## src/sv/ps2mct_pkg.sv

```systemverilog
`timescale 1ns / 1ps
// ----------------------------------------------------------------------------
// ps2mct_pkg
// Shared constants and types of the PS/2 mouse cursor tracker.
// ----------------------------------------------------------------------------
package ps2mct_pkg;

    localparam int COORD_BITS = 12;
    localparam int SIZE_BITS  = 13;
    localparam int MOVE_BITS  = 9;
    localparam int BYTE_BITS  = 8;

    localparam int IN_TDATA_W  = BYTE_BITS;
    localparam int OUT_W       = 4 * COORD_BITS + 2 * MOVE_BITS + 3;
    localparam int OUT_TDATA_W = ((OUT_W + 7) / 8) * 8;

    localparam logic [SIZE_BITS-1:0] WIDTH_RESET  = SIZE_BITS'(640);
    localparam logic [SIZE_BITS-1:0] HEIGHT_RESET = SIZE_BITS'(480);

    // header byte bits
    localparam int HDR_LEFT   = 0;
    localparam int HDR_RIGHT  = 1;
    localparam int HDR_MIDDLE = 2;
    localparam int HDR_XSIGN  = 4;
    localparam int HDR_YSIGN  = 5;
    localparam int HDR_XOVF   = 6;
    localparam int HDR_YOVF   = 7;

    typedef enum logic [0:0] {
        REG_SCREEN_WIDTH  = 1'b0,
        REG_SCREEN_HEIGHT = 1'b1
    } cfg_reg_t;

    typedef enum logic [1:0] {
        POS_HEADER = 2'd0,
        POS_X      = 2'd1,
        POS_Y      = 2'd2
    } byte_pos_t;

    typedef struct packed {
        logic                        drop;
        logic [COORD_BITS-1:0]       cursor_x;
        logic [COORD_BITS-1:0]       cursor_y;
        logic [COORD_BITS-1:0]       prior_x;
        logic [COORD_BITS-1:0]       prior_y;
        logic signed [MOVE_BITS-1:0] move_x;
        logic signed [MOVE_BITS-1:0] move_y;
        logic                        left_button;
        logic                        right_button;
        logic                        middle_button;
    } result_t;

endpackage

```

## src/sv/ps2mct_cursor_calc.sv

```systemverilog
`timescale 1ns / 1ps
// ----------------------------------------------------------------------------
// ps2mct_cursor_calc
// Decodes one complete packet and computes the clamped new cursor position.
// ----------------------------------------------------------------------------
module ps2mct_cursor_calc
    import ps2mct_pkg::*;
(
    input  logic [BYTE_BITS-1:0]  header,
    input  logic [BYTE_BITS-1:0]  x_byte,
    input  logic [BYTE_BITS-1:0]  y_byte,
    input  logic [COORD_BITS-1:0] pos_x,
    input  logic [COORD_BITS-1:0] pos_y,
    input  logic [SIZE_BITS-1:0]  screen_width,
    input  logic [SIZE_BITS-1:0]  screen_height,
    output result_t               result
);

    localparam int SUM_W = COORD_BITS + 2;
    localparam logic [COORD_BITS-1:0] CMAX = {COORD_BITS{1'b1}};

    function automatic logic [COORD_BITS-1:0] clamp_limit(input logic [SIZE_BITS-1:0] size);
        logic [SIZE_BITS-1:0] lim;
        lim = (size == '0) ? '0 : size - SIZE_BITS'(1);
        if (32'(lim) > 32'(CMAX))
            return CMAX;
        return COORD_BITS'(lim);
    endfunction

    function automatic logic [COORD_BITS-1:0] clamp_coord(input logic signed [SUM_W-1:0] v,
                                                          input logic [COORD_BITS-1:0] lim);
        if (v < 0)
            return '0;
        if (v > $signed({2'b00, lim}))
            return lim;
        return v[COORD_BITS-1:0];
    endfunction

    logic signed [MOVE_BITS-1:0] mx;
    logic signed [MOVE_BITS-1:0] my;
    logic signed [SUM_W-1:0]     sum_x;
    logic signed [SUM_W-1:0]     sum_y;

    assign mx = {header[HDR_XSIGN], x_byte};
    assign my = {header[HDR_YSIGN], y_byte};

    // screen y grows downward, so subtract the vertical move
    assign sum_x = $signed({2'b00, pos_x}) + SUM_W'(mx);
    assign sum_y = $signed({2'b00, pos_y}) - SUM_W'(my);

    always_comb
    begin
        result.drop          = header[HDR_XOVF] | header[HDR_YOVF];
        result.cursor_x      = clamp_coord(sum_x, clamp_limit(screen_width));
        result.cursor_y      = clamp_coord(sum_y, clamp_limit(screen_height));
        result.prior_x       = pos_x;
        result.prior_y       = pos_y;
        result.move_x        = mx;
        result.move_y        = my;
        result.left_button   = header[HDR_LEFT];
        result.right_button  = header[HDR_RIGHT];
        result.middle_button = header[HDR_MIDDLE];
    end

endmodule

```

## src/sv/ps2_mouse_cursor_tracker_unit.sv

```systemverilog
`timescale 1ns / 1ps
// ----------------------------------------------------------------------------
// ps2_mouse_cursor_tracker_unit
// Assembles three-byte PS/2 mouse packets, tracks buttons and a clamped
// cursor position, and emits one word per packet without overflow.
// ----------------------------------------------------------------------------
// channel   direction  signals                           content
// s_axis    in         s_axis_tvalid/tready/tdata[7:0]   received mouse byte
// m_axis    out        m_axis_tvalid/tready/tdata[71:0]  cursor update word
// cfg       in         cfg_valid/ready/index/data[12:0]  screen width, height
//
// One byte is taken per cycle; the third byte of a packet loads the result
// register in the same cycle, so the word appears in the cycle after.
// Byte intake stalls only while a result waits and m_axis_tready is low.
// Reset: byte count and cursor at zero, buttons released, 640 x 480 screen.
// Configuration writes are taken in every cycle.
// ----------------------------------------------------------------------------
module ps2_mouse_cursor_tracker_unit
    import ps2mct_pkg::*;
(
    input  logic                   clk,
    input  logic                   rst_n,
    input  logic                   s_axis_tvalid,
    output logic                   s_axis_tready,
    // [7:0] rx_byte
    input  logic [IN_TDATA_W-1:0]  s_axis_tdata,
    output logic                   m_axis_tvalid,
    input  logic                   m_axis_tready,
    // [11:0] cursor_x, [23:12] cursor_y, [35:24] prior_x, [47:36] prior_y,
    // [56:48] move_x, [65:57] move_y, [66] left_button, [67] right_button,
    // [68] middle_button, [71:69] zero
    output logic [OUT_TDATA_W-1:0] m_axis_tdata,
    input  logic                   cfg_valid,
    output logic                   cfg_ready,
    input  cfg_reg_t               cfg_index,
    input  logic [SIZE_BITS-1:0]   cfg_data
);

    logic [SIZE_BITS-1:0]  width_reg;
    logic [SIZE_BITS-1:0]  height_reg;
    byte_pos_t             byte_pos_reg;
    logic [BYTE_BITS-1:0]  header_reg;
    logic [BYTE_BITS-1:0]  x_byte_reg;
    logic [COORD_BITS-1:0] pos_x_reg;
    logic [COORD_BITS-1:0] pos_y_reg;
    logic                  out_valid_reg;
    result_t               out_reg;

    result_t               calc;
    logic                  s_acc;
    logic                  m_acc;
    logic                  produce;

    ps2mct_cursor_calc u_calc (
        .header        (header_reg),
        .x_byte        (x_byte_reg),
        .y_byte        (s_axis_tdata),
        .pos_x         (pos_x_reg),
        .pos_y         (pos_y_reg),
        .screen_width  (width_reg),
        .screen_height (height_reg),
        .result        (calc)
    );

    assign cfg_ready     = 1'b1;
    assign s_axis_tready = ~out_valid_reg | m_axis_tready;
    assign s_acc         = s_axis_tvalid & s_axis_tready;
    assign m_acc         = out_valid_reg & m_axis_tready;
    assign produce       = s_acc & (byte_pos_reg == POS_Y) & ~calc.drop;

    always_ff @(posedge clk or negedge rst_n)
    begin
        if (!rst_n)
        begin
            width_reg  <= WIDTH_RESET;
            height_reg <= HEIGHT_RESET;
        end
        else if (cfg_valid)
        begin
            unique case (cfg_index)
                REG_SCREEN_WIDTH:  width_reg  <= cfg_data;
                REG_SCREEN_HEIGHT: height_reg <= cfg_data;
                default:           ;
            endcase
        end
    end

    always_ff @(posedge clk or negedge rst_n)
    begin
        if (!rst_n)
        begin
            byte_pos_reg  <= POS_HEADER;
            header_reg    <= '0;
            x_byte_reg    <= '0;
            pos_x_reg     <= '0;
            pos_y_reg     <= '0;
            out_valid_reg <= 1'b0;
        end
        else
        begin
            if (s_acc)
            begin
                unique case (byte_pos_reg)
                    POS_X:
                    begin
                        x_byte_reg   <= s_axis_tdata;
                        byte_pos_reg <= POS_Y;
                    end
                    POS_Y:
                    begin
                        byte_pos_reg <= POS_HEADER;
                        // overflow packets leave position untouched
                        if (!calc.drop)
                        begin
                            pos_x_reg <= calc.cursor_x;
                            pos_y_reg <= calc.cursor_y;
                        end
                    end
                    default:
                    begin
                        header_reg   <= s_axis_tdata;
                        byte_pos_reg <= POS_X;
                    end
                endcase
            end

            if (produce)
                out_valid_reg <= 1'b1;
            else if (m_acc)
                out_valid_reg <= 1'b0;
        end
    end

    // payload needs no reset
    always_ff @(posedge clk)
    begin
        if (produce)
            out_reg <= calc;
    end

    always_comb
    begin
        m_axis_tdata            = '0;
        m_axis_tdata[OUT_W-1:0] = {out_reg.middle_button, out_reg.right_button,
                                   out_reg.left_button, out_reg.move_y, out_reg.move_x,
                                   out_reg.prior_y, out_reg.prior_x,
                                   out_reg.cursor_y, out_reg.cursor_x};
    end

    assign m_axis_tvalid = out_valid_reg;

`ifndef ASSERT_OFF
    a_produce_valid: assert property (@(posedge clk) disable iff (!rst_n)
        produce |=> m_axis_tvalid)
        else $error("result word missing after complete packet");

    a_drain: assert property (@(posedge clk) disable iff (!rst_n)
        (m_acc && !produce) |=> !m_axis_tvalid)
        else $error("result word repeated after it was taken");

    a_pos_match: assert property (@(posedge clk) disable iff (!rst_n)
        m_axis_tvalid |-> (out_reg.cursor_x == pos_x_reg && out_reg.cursor_y == pos_y_reg))
        else $error("pending word disagrees with cursor state");

    a_byte_pos: assert property (@(posedge clk) disable iff (!rst_n)
        byte_pos_reg != 2'd3)
        else $error("byte count out of range");

    a_no_early: assert property (@(posedge clk) disable iff (!rst_n)
        (!m_axis_tvalid && !produce) |=> !m_axis_tvalid)
        else $error("result word without a packet");
`endif

endmodule

```

## config.mk

```make
export PLATFORM = sky130hd
export DESIGN_NAME = ps2_mouse_cursor_tracker_unit
export DESIGN_NICKNAME = d
export VERILOG_FILES = /design/src/sv/ps2mct_pkg.sv /design/src/sv/ps2mct_cursor_calc.sv /design/src/sv/ps2_mouse_cursor_tracker_unit.sv
export SDC_FILE = /design/constraint.sdc
export NUM_CORES = 1
export LEC_CHECK = 0
export ABC_AREA = 1
export BUFFER_PORTS_ARGS = -buffer_cell sky130_fd_sc_hd__buf_2
export CAP_MARGIN = 10
export CORE_MARGIN = 1.5
export CORE_UTILIZATION = 45
export CTS_CLUSTER_DIAMETER = 200
export DETAILED_ROUTE_END_ITERATION = 8
export PLACE_DENSITY = 0.71
export SYNTH_ARGS = -nofsm -noshare
export SYNTH_HDL_FRONTEND = slang
export SYNTH_HIERARCHICAL = 1
export SYNTH_SLANG_ARGS = --single-unit
```

## constraint.sdc

```tcl
create_clock -name clk -period 3 [get_ports clk]
set_clock_uncertainty 0.2 [all_clocks]
set_input_delay 0.9 -clock clk [delete_from_list [all_inputs] [get_ports clk]]
set_output_delay 0.9 -clock clk [all_outputs]
set_load 0.01 [all_outputs]
```

== Word level (Yosys, flattened, before mapping) ==
Index checks and enable logic that the tools add are counted.

* Bits in registers: 138
* Bits in latches: 0
* Bits in writable memories: 0
* ROM bits: 0
* Input port bits: 27
* Output and inout bits: 75
* Word-level logic and storage cells: 73
* Memories kept: 0

* $add $sub $neg: 4
* Multiply operators: 0
* Div/mod/pow operators: 0
* $lt $le $gt $ge: 6
* Equal/unequal tests: 2
* Shift operators: 0
* Multiplexer cells: 25
* Bitwise logic cells: 10
* Reduce and logical (&&, ||, !) cells: 9

{| class="wikitable"
|+ Operator list
! kind !! count
|-
| two-way mux 12 bit || 12
|-
| > comparator 14 x 13 -> 1 bit || 2
|-
| less-than comparator 14 x 1 -> 1 bit (second input constant) || 2
|-
| > comparator 13 x 12 -> 1 bit (second input constant) || 2
|-
| logical NOT 13 bit || 2
|-
| two-way mux 13 bit || 2
|-
| subtractor 13 x 1 -> 13 bit (second input constant) || 2
|-
| adder 13 x 9 -> 14 bit || 1
|-
| subtractor 13 x 9 -> 14 bit || 1
|-
| two-way mux 1 bit || 10
|-
| AND reduction 2 bit || 4
|-
| bitwise AND 1 bit || 4
|-
| NOT 1 bit || 4
|-
| one-hot mux 2 bit (2 select lines) || 1
|-
| AND reduction 3 bit || 1
|-
| equality test 2 x 1 -> 1 bit (second input constant) || 1
|-
| equality test 2 bit (second input constant) || 1
|-
| OR 1 bit || 2
|-
| nonzero test 2 bit || 1
|-
| OR reduction 2 bit || 1
|}

== Logic depth before layout (Yosys ltp) ==
Gate-level depths: netlist of run 1.

* Depth in word-level cells: 10
* Mapped depth: 24
* Gate-level depth less buffers: 23

== By module ==
The synthesis of run 1 kept the hierarchy.

{| class="wikitable"
|+ Modules (own cells, without submodules)
! module !! instances !! cells an instance !! area each (sq um) !! sequential area each (sq um)
|-
| ps2_mouse_cursor_tracker_unit || 1 || 367 || 4921.0 || 3806.2
|-
| ps2mct_cursor_calc || 1 || 575 || 3339.5 || 0.0
|}

== Worst setup path before layout of run 1 ==
OpenSTA, ideal clock, no wires.

* Path type: input -> register
* Start: input port s_axis_tdata[4]
* End: register pos_y_reg[1]
* Setup time: 66 ps
* Data arrival time: 3479 ps
* Data required time: 2734 ps
* Setup slack: -744 ps
* Cell stages on the path: 20
* Path buffers: 0
* Cells stage by stage: inv_1 ha_1 a21oi_1 nand3_2 a21oi_1 o21ai_0 nand2_1 nand2_1 xor2_1 ha_1 nand2_1 nor2_1 nand4_1 nand3_4 nand2_2 nand2_1 nand2_1 nor2_1 nand4_1 nand2_1

{| class="wikitable"
|+ RTL lines
! element !! RTL line !! text
|-
| from (decl) || ps2_mouse_cursor_tracker_unit.sv:26 || <nowiki>input logic [IN_TDATA_W-1:0] s_axis_tdata,</nowiki>
|-
| to (signal assigned) || ps2_mouse_cursor_tracker_unit.sv:116 || <nowiki>pos_y_reg <= calc.cursor_y;</nowiki>
|-
| to (decl) || ps2_mouse_cursor_tracker_unit.sv:45 || <nowiki>logic [COORD_BITS-1:0] pos_y_reg;</nowiki>
|}

==> results of run 1 <==
report_power, final:
part	internal (mW)	switching, mW	leakage [nW]	total, mW
clock	1.48	0.862	0.309	2.34
sequential	2.55	0.290	1.48	2.84
combinational	4.10	5.38	3.97	9.48
per-layer routing:
layer / vias to the layer above / track usage, %
li1: 3540 / -
met1: 3590 / 31.59
met2: 454 / 38.86
met3: 95 / 5.404
met4: 0 / 9.086
met5: - / 0
final timing paths:
kind	cells after the start	slack (ns)	endpoint	from
max	22	-0.78	pos_y_reg[6]	s_axis_tdata[5]
min	1	0.25	m_axis_tvalid	rst_n
max reg2reg	20	-0.70	pos_y_reg[6]	pos_y_reg[3]
min reg2reg	0	0.26	m_axis_tdata[67]	header_reg[1]
max in group asynchronous	2	1.69	pos_x_reg[11]	rst_n
min in group clk	0	0.26	m_axis_tdata[67]	header_reg[1]
per-stage QoR:
stage / worst slack (ns) / total power [mW]
2_1_floorplan: -0.6148 / 6.829
3_3_place_gp: -1.068 / 8.750
3_5_place_dp: -1.131 / 8.880
4_1_cts: -0.4300 / 12.11
5_1_grt: -0.8672 / 15.34
6_report: -0.7817 / 14.66
worst max-delay path: stages:
cell and delay (ns):
sky130_fd_sc_hd__buf_2 0.11, sky130_fd_sc_hd__inv_2 0.05, sky130_fd_sc_hd__ha_4 0.28, sky130_fd_sc_hd__nand2_1 0.09, sky130_fd_sc_hd__nand2_2 0.10, sky130_fd_sc_hd__nand2_1 0.07
sky130_fd_sc_hd__nand2_2 0.10, sky130_fd_sc_hd__a21oi_4 0.05, sky130_fd_sc_hd__o21bai_1 0.19, sky130_fd_sc_hd__xor2_1 0.28, sky130_fd_sc_hd__inv_1 0.12, sky130_fd_sc_hd__ha_4 0.30
sky130_fd_sc_hd__nand2_4 0.06, sky130_fd_sc_hd__nor2_4 0.11, sky130_fd_sc_hd__nand4_1 0.23, sky130_fd_sc_hd__nand3_4 0.25, sky130_fd_sc_hd__nand2_8 0.11, sky130_fd_sc_hd__nand2_1 0.10
sky130_fd_sc_hd__nand2_1 0.11, sky130_fd_sc_hd__nor2_4 0.14, sky130_fd_sc_hd__nand4_1 0.09, sky130_fd_sc_hd__nand2_1 0.09
layout make-up:
class | instances | area, um2 | area share, %
clock buffers | 18 | 429.2 | 3.629
repair buffers | 306 | 2207 | 18.66
inverters | 107 | 412.9 | 3.491
flip-flops and latches | 137 | 3782 | 31.98
clock inverters | 14 | 221.5 | 1.873
well taps | 229 | 286.5 | 2.423
multi-input cells | 620 | 4487 | 37.94
timing repair:
item / 4_1_cts / 5_1_grt
cloned: 2 / 3
hold buffers: 0 / 0
gates resized for setup: 84 / 134
endpoints found under the setup margin: 48 / 48
buffers inserted: 15 / 11
pin swaps: 50 / 57
==> flow_results.org, run 1 <==
** STA
- For this run, the top clock speed supported by timing is 264.4 MHz.
- The worst path uses 126.1% of the clock period.
- Setup slack after layout :: -0.7817 ns
- Final number of max-transition violations :: 0
- The worst pin sits at a relative slew slack of 57.22%.
- Number of hold violations in the final report :: 0
- Counting I/O delays and the setup requirement, the final critical path takes 3.782 ns.
- Hold slack :: 0.2524 ns
- Final setup violation count :: 48
- Worst Max-Slew Pin Slew :: 0.6349 ns
- In the final timing run, aggregate negative setup slack is -30.61 ns.
- Setup repair after global routing could not meet its margin everywhere.

** Layout
- Leaving out fill and tap cells, the most frequent cell in the layout is sky130_fd_sc_hd__buf_4.
- The final layout contains 1272 nets.
- The finished cells cover 11830 um2.
- Commonest cells after routing, fill and taps aside :: 194 x sky130_fd_sc_hd__buf_4, 185 x sky130_fd_sc_hd__nand2_1, 97 x sky130_fd_sc_hd__inv_1
- Excluding fillers, the count of instances in the completed layout stands at 1431.
- Final cell utilization of the core :: 65.84%
- From synthesis to final layout, the design area changed by 43.84%.
- Flip-flop count of the largest register after layout :: 69
- Fillers :: 1240
- 0 antenna diodes ended up in the layout.
- Fraction of final layout cells sized beyond drive strength 1 :: 44.26%

** Critical path
- Startpoint-to-endpoint class of the critical path :: in2reg
- Crit path max fanout :: 9
- STA classifies the critical path endpoint as a register.
- Critical Path Start Type :: primary input
- Data on the critical path arrives at its endpoint at 3.94 ns.
- Data required time of the critical path :: 3.16 ns

** Global route
- Entering global routing, the biggest net connects 43 pins.
- The first global-routing pass estimated 36070 um of wire.
- The via count of the first global-routing pass is 6976.
- Leftover overflow at the end of global routing :: 0
- Antenna violations before repair :: 0
- Global routing used 24.00% of the available tracks across all layers.

** Outcome
- Status :: finished with violations
- The checks that failed: negative setup slack.

** Routing
- Detailed-route wire length per cell :: 17.90 um
- Top Layer Used :: met4
- Summed over all layers, the routed wires come to 25610 um.
- Vias per inst :: 5.366
- For this block, the via count after detailed routing is 7679.
- Wire segments on met3 add up to 2108 um in the final route.
- Met2 wire length :: 12170 um
- DRT antenna net count :: 0
- In the final routing, the length of wire on met1 measures 10290 um.
- The first routing iteration left 769 violations.
- Number of search-and-repair iterations in the first detailed-routing pass :: 5
- In the routed design, unresolved DRC markers number 0.

** CTS
- TritonCTS clock tree :: yes
- Total number of H-tree levels :: 4
- Clock latency on the worst-skew pair :: 0.43 ns
- Clock-pin slew was measured on the worst setup and hold paths at 0.06 ns.
- Clock buffer depth :: 2
- Clock tree synthesis found a total of 137 sinks.
- The number of clock buffers added by TritonCTS is 17.
- CTS root buf :: sky130_fd_sc_hd__clkbuf_16

** Yosys
- Synthesized instance count :: 938
- Total of warnings raised by yosys :: 6
- In this run the cell area of the synthesized design comes to 8222 um2.
- Synthesized area divided by synthesized cell count :: 8.765 um2

** Placement
- Summing all placed instances gives a cell area of 9957 um2.
- The number of placed instances, taps included, is 1368.
- Buffers on Ports :: 97
- At the end of routability-driven placement, the weighted congestion stood at 0.9061.
- Post-detail-place hpwl :: 15200 um

** Power and ir drop
- Across the VDD grid, the largest voltage drop is 0.5493 mV.
- For this design the ratio of total power to cell area is 1240 nW/um2.
- The analysis attributes to cell leakage a power of 5.757 nW.

** Floorplanning
- The die is 138.2 um wide.
- The floorplan step defined a die boundary enclosing 19090 um2.
- Placeable Area :: 17960 um2
- I/O pins :: 102
- Initial core utilization :: 45.77%
- From bottom edge to top edge, the die measures 138.2 um.
- The floorplan has 49 rows.

** Hold path
- Tightest Hold Check Type :: in2async

** Flow run
- Number of max-cap violations :: 0
No activity file was read; power rests on OpenSTA's default activity.
==> run 2, diff against run 1 <==
Settings changed: ABC_CLOCK_PERIOD_IN_PS set to 3000, SETUP_SLACK_MARGIN set to 0.15.
==> run 2 against run 1 <==
Compared with the run above: the flow still finishes with violations (negative setup slack); non-clock buffer count grew 16; global-route usage is 0.43 points higher; cell count increased by 1.2%; final area up 3.9%; maximum frequency decreased by 3.1%; flip-flop and latch count did not move; count of clock-buffer cells in the layout grew 3; worst setup slack worse by 0.12 ns; sequential share of layout area decreased by 1.2 points; sequential power barely moved; die area is the same; critical path depth fell by 2; critical path type unchanged; critical endpoint is now pos_y_reg[8]; largest power group unchanged; highest routed layer unchanged.
==> flow_results.org, run 2 (synthesis results as in run 1) <==
** CTS
- Clock-pin slew on the worst setup and hold paths :: 0.06 ns
- In this run the deepest clock path goes through 2 buffers.
- The clock tree synthesis step divided the H-tree into 4 levels.
- TritonCTS built the clock tree.
- Clock latency on the worst-skew pair :: 0.43 ns
- CTS Buf Count :: 17
- In this run, post-CTS hold repair placed 0 buffers.
- CTS root buf :: sky130_fd_sc_hd__clkbuf_16
- CTS sink cnt :: 137

** Outcome
- The checks that failed: negative setup slack.
- The flow ran to the end, but the final reports show violations.

** Routing
- Number of search-and-repair iterations in the first detailed-routing pass :: 6
- Vias after detailed routing :: 8179
- Metal1 wirelength :: 11170 um
- The routed design has 28860 um of wire.
- After detailed routing, the average wire length per cell comes to 19.93 um.
- Top Layer Used :: met4
- Number of DRC markers after the initial detailed-route iteration :: 1019
- Met2 wire length :: 13770 um
- Vias per inst :: 5.648
- In the routed design, unresolved DRC markers number 0.
- Wire segments on met3 add up to 2273 um in the final route.
- DRT antenna net count :: 0

** Global route
- The via count of the first global-routing pass came to 7354.
- GRT Total Usage :: 24.43%
- Antenna violations before repair :: 0
- First-pass GRT wire length :: 37070 um
- Pin count of the biggest net entering global routing :: 69
- Leftover overflow at the end of global routing :: 0

** STA
- The final count of hold timing violations is 0.
- Final setup violation count :: 48
- Maximum clock rate :: 256.1 MHz
- Summed over all failing endpoints, the final setup total negative slack is -32.44 ns.
- Measured against its own limit, the worst slew margin works out to 62.92%.
- For the pin with the worst max-slew slack, the measured transition is 0.5562 ns.
- Min cycle time layout :: 3.905 ns
- RSZ-0062 raised after global routing :: true
- Final number of max-transition violations :: 0
- Hold slack :: 0.2588 ns
- Setup slack after layout :: -0.9046 ns
- Crit share post-route :: 130.2%

** Layout
- The register with the most flip-flops in the layout has 69 of them.
- Commonest cells after routing, fill and taps aside :: 188 x sky130_fd_sc_hd__buf_4, 177 x sky130_fd_sc_hd__nand2_1, 96 x sky130_fd_sc_hd__inv_1
- Area overhead of the layout relative to synthesis :: 49.41%
- Final cell utilization of the core :: 68.38%
- Cell area after layout :: 12280 um2
- Of the cells placed in the final design, the portion with a size suffix greater than 1 is 47.62%.
- Fillers :: 1204
- Total Nets Final :: 1288
- Most frequent standard cell in the layout excluding fill and tap cells :: sky130_fd_sc_hd__buf_4

** Power and ir drop
- For this design the static power due to leakage is 5.878 nW.
- In this run the power density over the cells is 1299 nW/um2.
- Overall power consumption :: 15.96 mW
- Max IR drop VDD :: 0.6784 mV

** Critical path
- Kind of cell adding the most delay to the critical path :: simple AND/OR/NAND/NOR gates
- CP cell instances :: buf_6, ha_4, inv_4, fa_2, nand3_2, nand2_4, xor2_4, ha_4, nand2_4, o21ai_0, a21oi_1, a21oi_2, nand4_1, nand3_4, nand2_4, nand2_1, nand2_1, nor2_4, nand4_1, nand2_1
- At the worst endpoint, the arrival time is 4.07 ns.
- Worst Path Buf+Inv :: 2
- The worst setup path is captured at a register.
- Along the worst path, the maximum fanout reaches 6.
- By startpoint and endpoint, the worst setup path is classified as in2reg.
- On the worst path, the slowest cell contributes a delay of 0.37 ns.
- Among all stages on the critical path, the largest delay is contributed by sky130_fd_sc_hd__fa_2.
- Critical Path Start Type :: primary input
- Data required time of the critical path :: 3.16 ns

** Floorplanning
- From bottom edge to top edge, the die measures 138.2 um.
- For this design the top-level I/O count stands at 102.
- Once the floorplan was initialized, standard cells occupied 45.77% of the core.
- The region available for standard cell placement spans 17960 um2.
- Row generation in the floorplan step produced 49 rows.
- Die Span X :: 138.2 um
- The die covers 19090 um2.

** Placement
- The wire-length estimate of the detail-placed layout is 15210 um.
- Last weighted congestion value of the routability-driven placer :: 0.8784
- Buffers placed on the I/O ports in this run total 97.
- Total placed instance area :: 9987 um2

** Hold path
- In this run the worst hold path is classified as reg2reg.

** Flow run
- Max-cap violations in this run came to 0.
-- run 2: cell types whose count changed in the layout (fill, tap and decap cells not counted), sizes merged --
cell and change:
nand2 +1, bufinv -3, inv -1, clkbuf +1, buf +18, a31oi -1
clkinvlp +2, diode +1, clkinv -1
-- run 2: area by class of cell --
class	count	area, um2	share of cell area, %
repair buffers	322	2386	19.42
clock inverters	11	122.6	0.9982
inverters	107	425.4	3.463
well taps	229	286.5	2.332
flip-flops and latches	137	3781	30.78
multi-input cells	620	4820	39.23
diodes	1	2.502	0.02037
clock buffers	21	460.4	3.748
-- run 2: path summary, 6_finish.rpt --
check	start	cells after the start	to	slack [ns]
worst min register to register	header_reg[0]	0	m_axis_tdata[66]	0.26
worst max-delay path	s_axis_tdata[0]	20	pos_y_reg[8]	-0.90
min in group asynchronous	rst_n	2	header_reg[6]	0.28
max in group asynchronous	rst_n	2	width_reg[9]	1.95
worst min-delay path	header_reg[0]	0	m_axis_tdata[66]	0.26
worst max register to register	pos_y_reg[0]	20	pos_y_reg[8]	-0.88
-- run 2: repair_timing --
action | in CTS | in global routing
setup buffers | 18 | 22
pin swaps | 105 | 98
gates cloned | 2 | 0
gates resized for setup | 164 | 152
setup endpoints to repair | 48 | 48
-- run 2: where the power goes --
part           total (mW)  switching, mW  leakage [nW]  internal, mW
clock                2.12          0.858         0.275          1.27
combinational        11.0           6.13          4.12          4.87
sequential           2.83          0.282          1.48          2.55
-- run 2: metrics by stage --
stage,setup slack (ns),cells
finish,-0.9046,1448
global route,-0.9610,1447
CTS,-0.5326,1425
detailed placement,-1.133,1373
global placement,-1.054,1373
floorplan,-0.6148,940
-- run 2: metal layers --
| metal | vias to the layer above | global-route usage (%) |
|---|---|---|
| met3 | 157 | 4.053 |
| li1 | 3565 | - |
| met4 | 0 | 11.75 |
| met2 | 565 | 39.83 |
| met1 | 3892 | 31.85 |
| met5 | - | 0 |
==> run 3, diff against run 2 <==
Settings changed: TNS_END_PERCENT set to 10.
==> run 3 against run 2 <==
Compared with the run above: the flow still finishes with violations (negative setup slack); die area did not move; critical endpoint is now m_axis_tdata[13]; count of clock-buffer cells in the layout fell by 1; sequential share of layout area rose by 2.6 points; register-to-register slack improved by 0.31 ns; largest cell class unchanged; wire length fell by 19%; sequential power barely moved; largest power group unchanged.
==> flow_results.org, run 3 (synthesis results as in run 1) <==
** Global route
- Antenna violations before repair :: 0
- GRT Total Usage :: 23.64%
- Number of global-route vias before repair :: 6902
- Entering global routing, the biggest net connects 44 pins.
- First-pass GRT wire length :: 35670 um
- Global routing used 31.56% of the available met1 tracks.
- Met3 usage :: 4.711%
- The global routing stage identified its most utilized layer as met2.
- For this run the aggregate overflow at the end of global routing stands at 0.
- Fraction of met2 tracks used by global routing :: 37.78%

** Floorplanning
- Initial core utilization :: 45.77%
- Standard-cell rows :: 49
- The die covers 19090 um2.
- I/O pins :: 102
- Overall die height :: 138.2 um
- Placeable Area :: 17960 um2
- Die Span X :: 138.2 um

** STA
- RSZ-0062 raised after global routing :: true
- Maximum clock rate :: 273.3 MHz
- The final count of hold timing violations came to 0.
- For the pin with the worst max-slew slack, the measured transition is 0.6239 ns.
- Max-slew headroom at the worst pin :: 58.40%
- Setup slack after layout :: -0.6592 ns
- Dividing the final minimum period by the clock period gives 122.0%.
- The count of pins over their slew limit is 0.
- Setup violations remaining at the end of the flow were counted as 48.
- Summed over all failing endpoints, the final setup total negative slack is -24.52 ns.
- Min cycle time layout :: 3.659 ns

** CTS
- Clock latency on the worst-skew pair :: 0.43 ns
- The clock tree synthesis step divided the H-tree into 4 levels.
- TritonCTS built the clock tree.
- In this run the clock root is driven by a sky130_fd_sc_hd__clkbuf_16.
- Clock buffer depth :: 2
- Clock-pin slew was measured on the worst setup and hold paths at 0.06 ns.
- Clock tree synthesis inserted a total of 17 buffers.
- Clock tree synthesis found a total of 137 sinks.

** Placement
- Buffers placed on the I/O ports in this run total 97.
- The wire-length estimate of the detail-placed layout is 15580 um.
- At the end of routability-driven placement, the weighted congestion stood at 0.8915.
- Timing analysis after detailed placement gives a worst setup slack of -1.149 ns.
- # placed instances :: 1367

** Routing
- Across all layers, the routed design uses 7318 vias.
- Final wirelength :: 23340 um
- Vias per inst :: 5.183
- After the first detailed-routing iteration, the DRC count stood at 521.
- In the final routed layout, each cell accounts on average for 16.53 um.
- DRC violation count after routing :: 0
- DRT antenna net count :: 0
- The pre-antenna-repair detailed-routing pass consisted of 5 iterations.

** Critical path
- The setup path with the least slack is of type in2reg.
- Arrival time reported for the critical path endpoint :: 3.65 ns
- Critical Path Start Type :: primary input
- Critical Path Sink Type :: register
- Data required time of the critical path :: 2.99 ns
- Crit path max fanout :: 9

** Layout
- The register with the most flip-flops in the layout has 69 of them.
- For this run, the post-layout net count is 1253.
- In the final layout, flip-flops and latches occupy 3784 um2.
- Fillers :: 1390
- Once layout is complete, the utilization of the core stands at 63.04%.
- The repair_antennas step left the layout with diodes totalling 0.
- In the final layout, the share of cells above drive strength 1 is 39.56%.
- The library cell used most frequently in the layout, excluding fill and tap cells, is sky130_fd_sc_hd__nand2_1.
- Area overhead of the layout relative to synthesis :: 37.73%
- In the final layout, the multi-input gates occupy 4130 um2.
- The library cells used most frequently in the layout, excluding fill and tap cells, are 215 x sky130_fd_sc_hd__nand2_1, 179 x sky130_fd_sc_hd__buf_4, 97 x sky130_fd_sc_hd__inv_1.
- Non-filler cells, final :: 1412

** Power and ir drop
- The design draws 12.77 mW.
- Power spread over the standard cell area amounts to 1127 nW/um2.
- Max IR drop VDD :: 0.5934 mV
- Static Leakage :: 5.611 nW

** Hold path
- Tightest Hold Check Type :: reg2reg

** Outcome
- The flow ran to the end, but the final reports show violations.
- Violated checks :: negative setup slack

** Flow run
- Number of max-cap violations :: 0
[run 3: cell count changes in the layout (fill, tap and decap cells not counted), moves of 5 or more]
cell,previous run,this run
sky130_fd_sc_hd__buf_4,188,179
sky130_fd_sc_hd__nand2_1,177,215
sky130_fd_sc_hd__nand2_4,22,7
sky130_fd_sc_hd__buf_6,35,11
sky130_fd_sc_hd__nor2_4,38,5
sky130_fd_sc_hd__nand3_2,12,7
sky130_fd_sc_hd__ha_1,32,40
sky130_fd_sc_hd__nor2_1,23,37
sky130_fd_sc_hd__a21oi_1,21,26
sky130_fd_sc_hd__nor2_2,13,32
sky130_fd_sc_hd__nand3_1,17,23
sky130_fd_sc_hd__ha_4,21,13
sky130_fd_sc_hd__nand2_2,44,21
[run 3: critical path, stage by stage]
cell and delay, ns:
sky130_fd_sc_hd__buf_8 0.08, sky130_fd_sc_hd__inv_4 0.04, sky130_fd_sc_hd__buf_6 0.11, sky130_fd_sc_hd__fa_2 0.40, sky130_fd_sc_hd__nand3_2 0.10, sky130_fd_sc_hd__nand2_4 0.09, sky130_fd_sc_hd__xor2_2 0.18, sky130_fd_sc_hd__ha_1 0.34
sky130_fd_sc_hd__nand2_4 0.07, sky130_fd_sc_hd__nor2_4 0.13, sky130_fd_sc_hd__nand2_2 0.08, sky130_fd_sc_hd__or2_4 0.23, sky130_fd_sc_hd__a21oi_2 0.13, sky130_fd_sc_hd__nand4_1 0.14, sky130_fd_sc_hd__nand3_4 0.18, sky130_fd_sc_hd__nand2_4 0.10
sky130_fd_sc_hd__nor2_1 0.14, sky130_fd_sc_hd__nor2_2 0.06, sky130_fd_sc_hd__buf_4 0.13
[run 3: worst paths after layout]
path                                 start                to  slack (ns)  cells after the start
max                        s_axis_tdata[1]  m_axis_tdata[13]       -0.66                     19
min                          header_reg[0]  m_axis_tdata[66]        0.25                      0
max reg2reg                   pos_y_reg[1]  m_axis_tdata[13]       -0.57                     17
min reg2reg                  header_reg[0]  m_axis_tdata[66]        0.25                      0
max in group asynchronous            rst_n      pos_x_reg[1]        1.62                      2
min in group asynchronous            rst_n     width_reg[10]        0.28                      1
[run 3: where the power goes]
| part | internal, mW | leakage, nW | total [mW] | switching [mW] |
|---|---|---|---|---|
| sequential | 2.55 | 1.48 | 2.82 | 0.269 |
| combinational | 3.38 | 3.82 | 7.63 | 4.24 |
| clock | 1.47 | 0.310 | 2.32 | 0.852 |
[run 3: repair_timing]
item,4_1_cts,5_1_grt
resized for setup,75,67
hold buffers,0,0
pin swaps,41,50
setup endpoints to repair,48,48
buffers inserted,3,8
gates cloned,0,2
[run 3: per-layer routing]
metal	vias up	part of all wire, %
met1	3455	43
met2	309	48
li1	3500	-
met4	0	2.9
met3	54	6.5
met5	-	0
[run 3: layout make-up]
cell class	count	share of cell area [%]
clock buffer	20	4.122
clock inverter	12	1.646
inverter	107	3.635
multi-input combinational	618	36.47
sequential	137	33.41
tap	229	2.530
timing repair buffer	289	18.18
[run 3: through the flow]
step                hold slack (ns)  cell area [um2]
finish                       0.2547            11320
global route                 0.2727            11320
CTS                          0.2565            10910
detailed placement           0.2408             9936
global placement             0.2314             9936
floorplan                    0.2338             8333
